**src/design/msh_pkg.sv**
```systemverilog
// Package: shared types, constants and mode codes for the multi-mode string hash.
`default_nettype none
package msh_pkg;

	localparam int unsigned HASH_W = 32;
	localparam int unsigned BYTE_W = 8;
	localparam int unsigned OUT_W = 31;
	localparam int unsigned MODE_W = 3;

	localparam logic [HASH_W-1:0] RS_MULT_INIT = 32'd63689;
	localparam logic [HASH_W-1:0] RS_MULT_STEP = 32'd378551;
	localparam logic [HASH_W-1:0] JS_INIT = 32'd1315423911;
	localparam logic [HASH_W-1:0] BKDR_SEED = 32'd131;
	localparam logic [HASH_W-1:0] DJB_INIT = 32'd5381;
	localparam logic [HASH_W-1:0] TOP_NIBBLE = 32'hF000_0000;
	localparam logic [MODE_W-1:0] MODE_RESET = 3'd0;

	typedef enum logic [MODE_W-1:0] {
		MODE_SDBM = 3'd0,
		MODE_RS   = 3'd1,
		MODE_JS   = 3'd2,
		MODE_PJW  = 3'd3,
		MODE_ELF  = 3'd4,
		MODE_BKDR = 3'd5,
		MODE_DJB  = 3'd6,
		MODE_AP   = 3'd7
	} mode_t;

	typedef struct packed {
		logic [BYTE_W-1:0] data_byte;
		logic              byte_present;
		logic              last_item;
	} item_t;

	function automatic logic [HASH_W-1:0] initial_value(input mode_t mode);
		logic [HASH_W-1:0] v;
		case (mode)
			MODE_JS:  v = JS_INIT;
			MODE_DJB: v = DJB_INIT;
			default:  v = '0;
		endcase
		return v;
	endfunction

endpackage
`default_nettype wire

```
**src/design/msh_in_stage.sv**
```systemverilog
// Input register stage: captures one word per cycle and holds it while downstream is blocked.
`default_nettype none
module msh_in_stage
	import msh_pkg::*;
(
	input  wire logic clk,
	input  wire logic arst_n,
	input  wire logic in_valid,
	output logic      in_stall,
	input  wire item_t in_item,
	output logic      valid_s1,
	output item_t     item_s1,
	input  wire logic advance
);

	logic full_s1;

	assign valid_s1 = full_s1;
	assign in_stall = full_s1 && !advance;

	always_ff @(posedge clk or negedge arst_n) begin
		if (!arst_n) begin
			full_s1 <= 1'b0;
		end else if (!in_stall) begin
			full_s1 <= in_valid;
		end
	end

	always_ff @(posedge clk) begin
		if (in_valid && !in_stall) begin
			item_s1 <= in_item;
		end
	end

endmodule
`default_nettype wire

```
**src/design/msh_fold.sv**
```systemverilog
// Combinational fold of one byte into the hash accumulator for the selected mode.
`default_nettype none
module msh_fold
	import msh_pkg::*;
(
	input  wire mode_t             mode,
	input  wire logic [HASH_W-1:0] h,
	input  wire logic [BYTE_W-1:0] c,
	input  wire logic [HASH_W-1:0] rs_mult,
	input  wire logic              parity,
	output logic [HASH_W-1:0]      h_next
);

	logic [HASH_W-1:0] cx;
	logic [HASH_W-1:0] elf_t;
	logic [HASH_W-1:0] elf_top;

	assign cx = {{(HASH_W-BYTE_W){1'b0}}, c};
	assign elf_t = (h << 4) + cx;
	assign elf_top = elf_t & TOP_NIBBLE;

	always_comb begin
		case (mode)
			MODE_SDBM: h_next = cx + (h << 6) + (h << 16) - h;
			MODE_RS:   h_next = h * rs_mult + cx;
			MODE_JS:   h_next = h ^ ((h << 5) + cx + (h >> 2));
			MODE_PJW, MODE_ELF: begin
				if (elf_top != '0) begin
					h_next = (elf_t ^ (elf_top >> 24)) & ~TOP_NIBBLE;
				end else begin
					h_next = elf_t;
				end
			end
			MODE_BKDR: h_next = h * BKDR_SEED + cx;
			MODE_DJB:  h_next = h + (h << 5) + cx;
			MODE_AP: begin
				if (!parity) begin
					h_next = h ^ ((h << 7) ^ cx ^ (h >> 3));
				end else begin
					h_next = h ^ ~((h << 11) ^ cx ^ (h >> 5));
				end
			end
			default:   h_next = h;
		endcase
	end

endmodule
`default_nettype wire

```
**src/design/multi_mode_string_hash.sv**
```systemverilog
// Top level: multi-mode string hash with input stage, fold logic and result register.
// Usage:
//   Input channel (in_valid / in_stall) carries one word per cycle: data_byte,
//   byte_present and last_item, while in_stall is low. A word with last_item closes the message.
//   Output channel (out_valid / out_stall) carries hash_value, the low 31
//   bits of the 32-bit accumulator, once per closed message.
//   Config channel (cfg_valid / cfg_ready / cfg_data) writes hash_mode; it is
//   always ready and is to be written only while no message is in flight.
//   Throughput: one word per cycle while not stalled, set by the fold
//   recurrence between the input register and the accumulator.
//   A closing word passes through the input register, then the result
//   register, before its result appears on the output channel.
//   When the receiver stalls, the result register holds; words without
//   last_item keep flowing, and a closing word waits in the input register.
//   Reset clears the mode to SDBM, the accumulator to zero, the RS multiplier
//   to 63689 and marks no message open.
`default_nettype none
module multi_mode_string_hash
	import msh_pkg::*;
(
	input  wire logic              clk,
	input  wire logic              arst_n,
	input  wire logic              in_valid,
	output logic                   in_stall,
	input  wire logic [BYTE_W-1:0] data_byte,
	input  wire logic              byte_present,
	input  wire logic              last_item,
	output logic                   out_valid,
	input  wire logic              out_stall,
	output logic [OUT_W-1:0]       hash_value,
	input  wire logic              cfg_valid,
	output logic                   cfg_ready,
	input  wire logic [MODE_W-1:0] cfg_data
);

	item_t             in_item;
	item_t             item_s1;
	logic              valid_s1;
	logic              advance;
	logic              out_free;
	mode_t             mode_q;
	logic [HASH_W-1:0] acc_q;
	logic [HASH_W-1:0] rs_q;
	logic              parity_q;
	logic              open_q;
	logic [HASH_W-1:0] h_cur;
	logic [HASH_W-1:0] rs_cur;
	logic              par_cur;
	logic [HASH_W-1:0] h_fold;
	logic [HASH_W-1:0] h_new;
	logic              out_valid_q;
	logic [OUT_W-1:0]  hash_q;

	assign in_item = '{data_byte: data_byte, byte_present: byte_present, last_item: last_item};
	assign cfg_ready = 1'b1;
	assign out_free = !out_valid_q || !out_stall;
	assign advance = valid_s1 && (!item_s1.last_item || out_free);
	assign out_valid = out_valid_q;
	assign hash_value = hash_q;

	msh_in_stage u_in (
		.clk      (clk),
		.arst_n   (arst_n),
		.in_valid (in_valid),
		.in_stall (in_stall),
		.in_item  (in_item),
		.valid_s1 (valid_s1),
		.item_s1  (item_s1),
		.advance  (advance)
	);

	// message start picks up the mode's initial values
	assign h_cur = open_q ? acc_q : initial_value(mode_q);
	assign rs_cur = open_q ? rs_q : RS_MULT_INIT;
	assign par_cur = open_q ? parity_q : 1'b0;

	msh_fold u_fold (
		.mode    (mode_q),
		.h       (h_cur),
		.c       (item_s1.data_byte),
		.rs_mult (rs_cur),
		.parity  (par_cur),
		.h_next  (h_fold)
	);

	assign h_new = item_s1.byte_present ? h_fold : h_cur;

	always_ff @(posedge clk or negedge arst_n) begin
		if (!arst_n) begin
			mode_q <= mode_t'(MODE_RESET);
		end else if (cfg_valid && cfg_ready) begin
			mode_q <= mode_t'(cfg_data);
		end
	end

	always_ff @(posedge clk or negedge arst_n) begin
		if (!arst_n) begin
			acc_q       <= '0;
			rs_q        <= RS_MULT_INIT;
			parity_q    <= 1'b0;
			open_q      <= 1'b0;
			out_valid_q <= 1'b0;
		end else begin
			if (out_free) begin
				out_valid_q <= 1'b0;
			end
			if (advance) begin
				acc_q <= h_new;
				if (item_s1.byte_present) begin
					rs_q     <= rs_cur * RS_MULT_STEP;
					parity_q <= !par_cur;
				end else begin
					rs_q     <= rs_cur;
					parity_q <= par_cur;
				end
				open_q <= !item_s1.last_item;
				if (item_s1.last_item) begin
					out_valid_q <= 1'b1;
				end
			end
		end
	end

	always_ff @(posedge clk) begin
		if (advance && item_s1.last_item) begin
			hash_q <= h_new[OUT_W-1:0];
		end
	end

endmodule
`default_nettype wire
```
**config.mk**
```make
export PLATFORM = sky130hd
export DESIGN_NAME = multi_mode_string_hash
export DESIGN_NICKNAME = d
export VERILOG_FILES = /design/src/design/msh_pkg.sv /design/src/design/msh_in_stage.sv /design/src/design/msh_fold.sv /design/src/design/multi_mode_string_hash.sv
export SDC_FILE = /design/constraint.sdc
export NUM_CORES = 2
export LEC_CHECK = 0
export BUFFER_PORTS_ARGS = -buffer_cell sky130_fd_sc_hd__buf_2
export CAP_MARGIN = 30
export CORE_MARGIN = 2
export CORE_UTILIZATION = 40
export DETAILED_ROUTE_END_ITERATION = 8
export GPL_ROUTABILITY_DRIVEN = 0
export PLACE_DENSITY = 0.55
export SYNTH_ARGS = -nofsm -noshare
export SYNTH_HDL_FRONTEND = slang
export SYNTH_SLANG_ARGS = --single-unit
export TNS_END_PERCENT = 30
```
**constraint.sdc**
```tcl
create_clock -name clk -period 11.6 [get_ports clk]
set_input_delay 1.74 -clock clk [delete_from_list [all_inputs] [get_ports clk]]
set_output_delay 1.74 -clock clk [all_outputs]
set_load 0.01 [all_outputs]
```
==> run_results.csv <==
group,metric,value,unit
run_status,outcome,"finished, final reports clean",
timing,finalWorstPathRequiredPeriod,9610,ps
synth,synthTopCellsByArea,"fa_1 (32%), ha_1 (17%), inv_1 (8.5%), xnor2_1 (4.4%), nand2_1 (3.8%)",
routing,drc,0,
finish,finalNetCount,5992,
worst_hold_path,min_path_type,"reg -> reg",
cts,clk_latency,440,ps
die,io_pins,52,
timing,skew,26.1,ps
finish,final_core_util,42.5,%
setup_path,criticalPathCategory,"reg -> reg",
grt,overflow,0,
die,die-height,326,um
synth,ys_types,87,
synth,synthFlopType,"dfrtp_1",
synth,syn-cell-area,41500,um2
timing,fmax,0.104,GHz
placement,dp_hpwl,123000,um
grt,grt_max_degree,112,
finish,syn2layout_area_growth,5.62,%
routing,wl_per_cell,25.1,um
grt,grt_pass1_vias,35796,
setup_path,crit_slowest_cell,"dfrtp_1",
grt,grt_pass1_wl,232000,um
setup_path,critPathMaxStageDelay,610,ps
synth,yosysWarningCount,0,
routing,first_pass_iters,8,
placement,io_buffers,50,
setup_path,rrSetupSlack,1990,ps
synth,ys_ff_latch,112,
cts,cts_root_buffer,"clkbuf_16",
die,start_util,40.2,%
die,dieArea,106000,um2
cts,cts_tree,"done",
die,core_region_area,103000,um2
setup_path,cp_max_fo,20,
grt,antenna_found_initial,7,
synth,synth_top_area_share,32.4,%
cts,cts_buffers,9,
finish,fillers,10390,
synth,avgSynthCellArea,8.72,um2
routing,antenna_left,0,
cts,cts_setup_buffers,0,
die,rows,118,
timing,drv_slew,0,
timing,setup_violations,0,
synth,synth_edf_count,41,
timing,rsz0062_at_grt,"false",
setup_path,critPathLaunchType,"flip-flop",
finish,drive_gt1_share,4.84,%
finish,final_cell_mix,"inv_1 (935), fa_1 (671), ha_1 (577)",
timing,finalHoldViolCount,0,
routing,routed_wl,154000,um
synth,synthesis.nets,6027,
job,maxCapViolations,0,
synth,ys_async_sr_fraction,63.4,%
finish,final_area,43800,um2
cts,cts_resized,0,
synth,yosysSeqAreaShare,7.27,%
timing,fin_crit_sh,82.9,%
cts,clockBufferDepth,2,
setup_path,endpoint_kind,"flip-flop",
placement,place_area,43500,um2
grt,grt_usage,29.3,%
synth,synthCells,4761,
timing,fin_tns_setup,0,ps
cts,clkSlewWorstSetupHoldPaths,100,ps
timing,tightest_slew,1040,ps
setup_path,cp.required,11920,ps
routing,drtIter0Drc,3204,
setup_path,arrival,9940,ps
setup_path,crit_path_frequent_cell,"fa_1",
cts,hold_buffers,0,
synth,synth_top_cell_by_area,"fa_1",
cts,cts.sinks,112,
timing,maxSlewHeadroom,29.9,%
routing,via_count,34821,
finish,final_common_cell,"inv_1",
die,fp.dieW,326,um
routing,vias_per_cell,5.69,
cts,htree_levels,3,
## critical path: cells and delay by family, from the launching register on
family                     cells  cell delay, ps
adders and majority gates      9            3700
and+or+nand+nor                5            1890
AOI/OAI and AO/OA              8            1880
buffers and inverters          6             860
DFF                            1             610
muxes                          2             550
## through the flow
step / std cells / hold WS, ps / setup WS, ps
floorplan: 4761 / 492 / 3080
global placement: 6092 / 492 / 2330
detailed placement: 6094 / 498 / 2110
CTS: 6110 / 530 / 2090
global route: 6111 / 540 / 1580
finish: 6115 / 529 / 1990
## cell families after synthesis
family	share of synthesized area [%]
xor+xnor	6.06
mux	1.31
compound gates	11.9
buf+inv	10.4
simple gates	13.3
fa+ha+maj	49.7
other cells	0.00903
flops	7.27
## path summary, 6_finish.rpt
check	start	end	depth (start not counted)
max	mode_q[0]	acc_q[26]	30
min	rs_q[1]	rs_q[1]	1
max reg2reg	mode_q[0]	acc_q[26]	30
min reg2reg	rs_q[1]	rs_q[1]	1
max in group asynchronous	arst_n	open_q	2
min in group asynchronous	arst_n	rs_q[18]	1
## sequential cells by signal, summed over array words and instances (netlist names)
name	flops
u_in.item_s1	10
acc_q	32
parity_q	1
u_in.valid_s1	1
rs_q	32
out_valid	1
hash_value	31
mode_q	3
open_q	1
## Yosys cell counts, drive strengths merged (9+ instances only)
cell type	number
o21a	28
o21ai	165
nor2b	16
o21bai	17
a31oi	23
o221ai	14
clkbuf	172
nand3	60
nor3	42
o22ai	17
fa	671
o211ai	22
a21o	94
ha	577
a2111oi	9
a221oi	19
mux2	26
mux2i	25
xnor2	207
a211o	10
inv	938
or3	18
a22oi	11
clkinv	12
nand2	419
xor2	80
nor2	264
and3	219
o2111ai	9
a211oi	35
nand4	23
edfxtp	41
o31ai	19
dfstp	9
a21oi	200
nand3b	9
buf	21
and2	29
dfrtp	62
nand2b	20
## final cells by class
class	instances	area, um2	area share, %
repair buffers	147	1020	2.33
well taps	1380	1730	3.94
flip-flops and latches	112	3020	6.89
inverters	950	3570	8.13
clock buffers	9	225	0.514
multi-input cells	3506	34200	78.0
diodes	4	10.0	0.0228
clock inverters	7	80.1	0.183
## metal layers
metal	vias to the layer above	routed length, um	global-route usage [%]	share of wire (%)
met5	-	13	0	0.0085
met4	2	8660	14.2	5.6
met3	413	13800	5.30	9.0
met2	1620	67700	45.6	44
met1	17402	63500	39.3	41
li1	15384	-	-	-
Power is not shown: default switching activity piles up to over one toggle a cycle in this logic, so the estimate is an artifact.
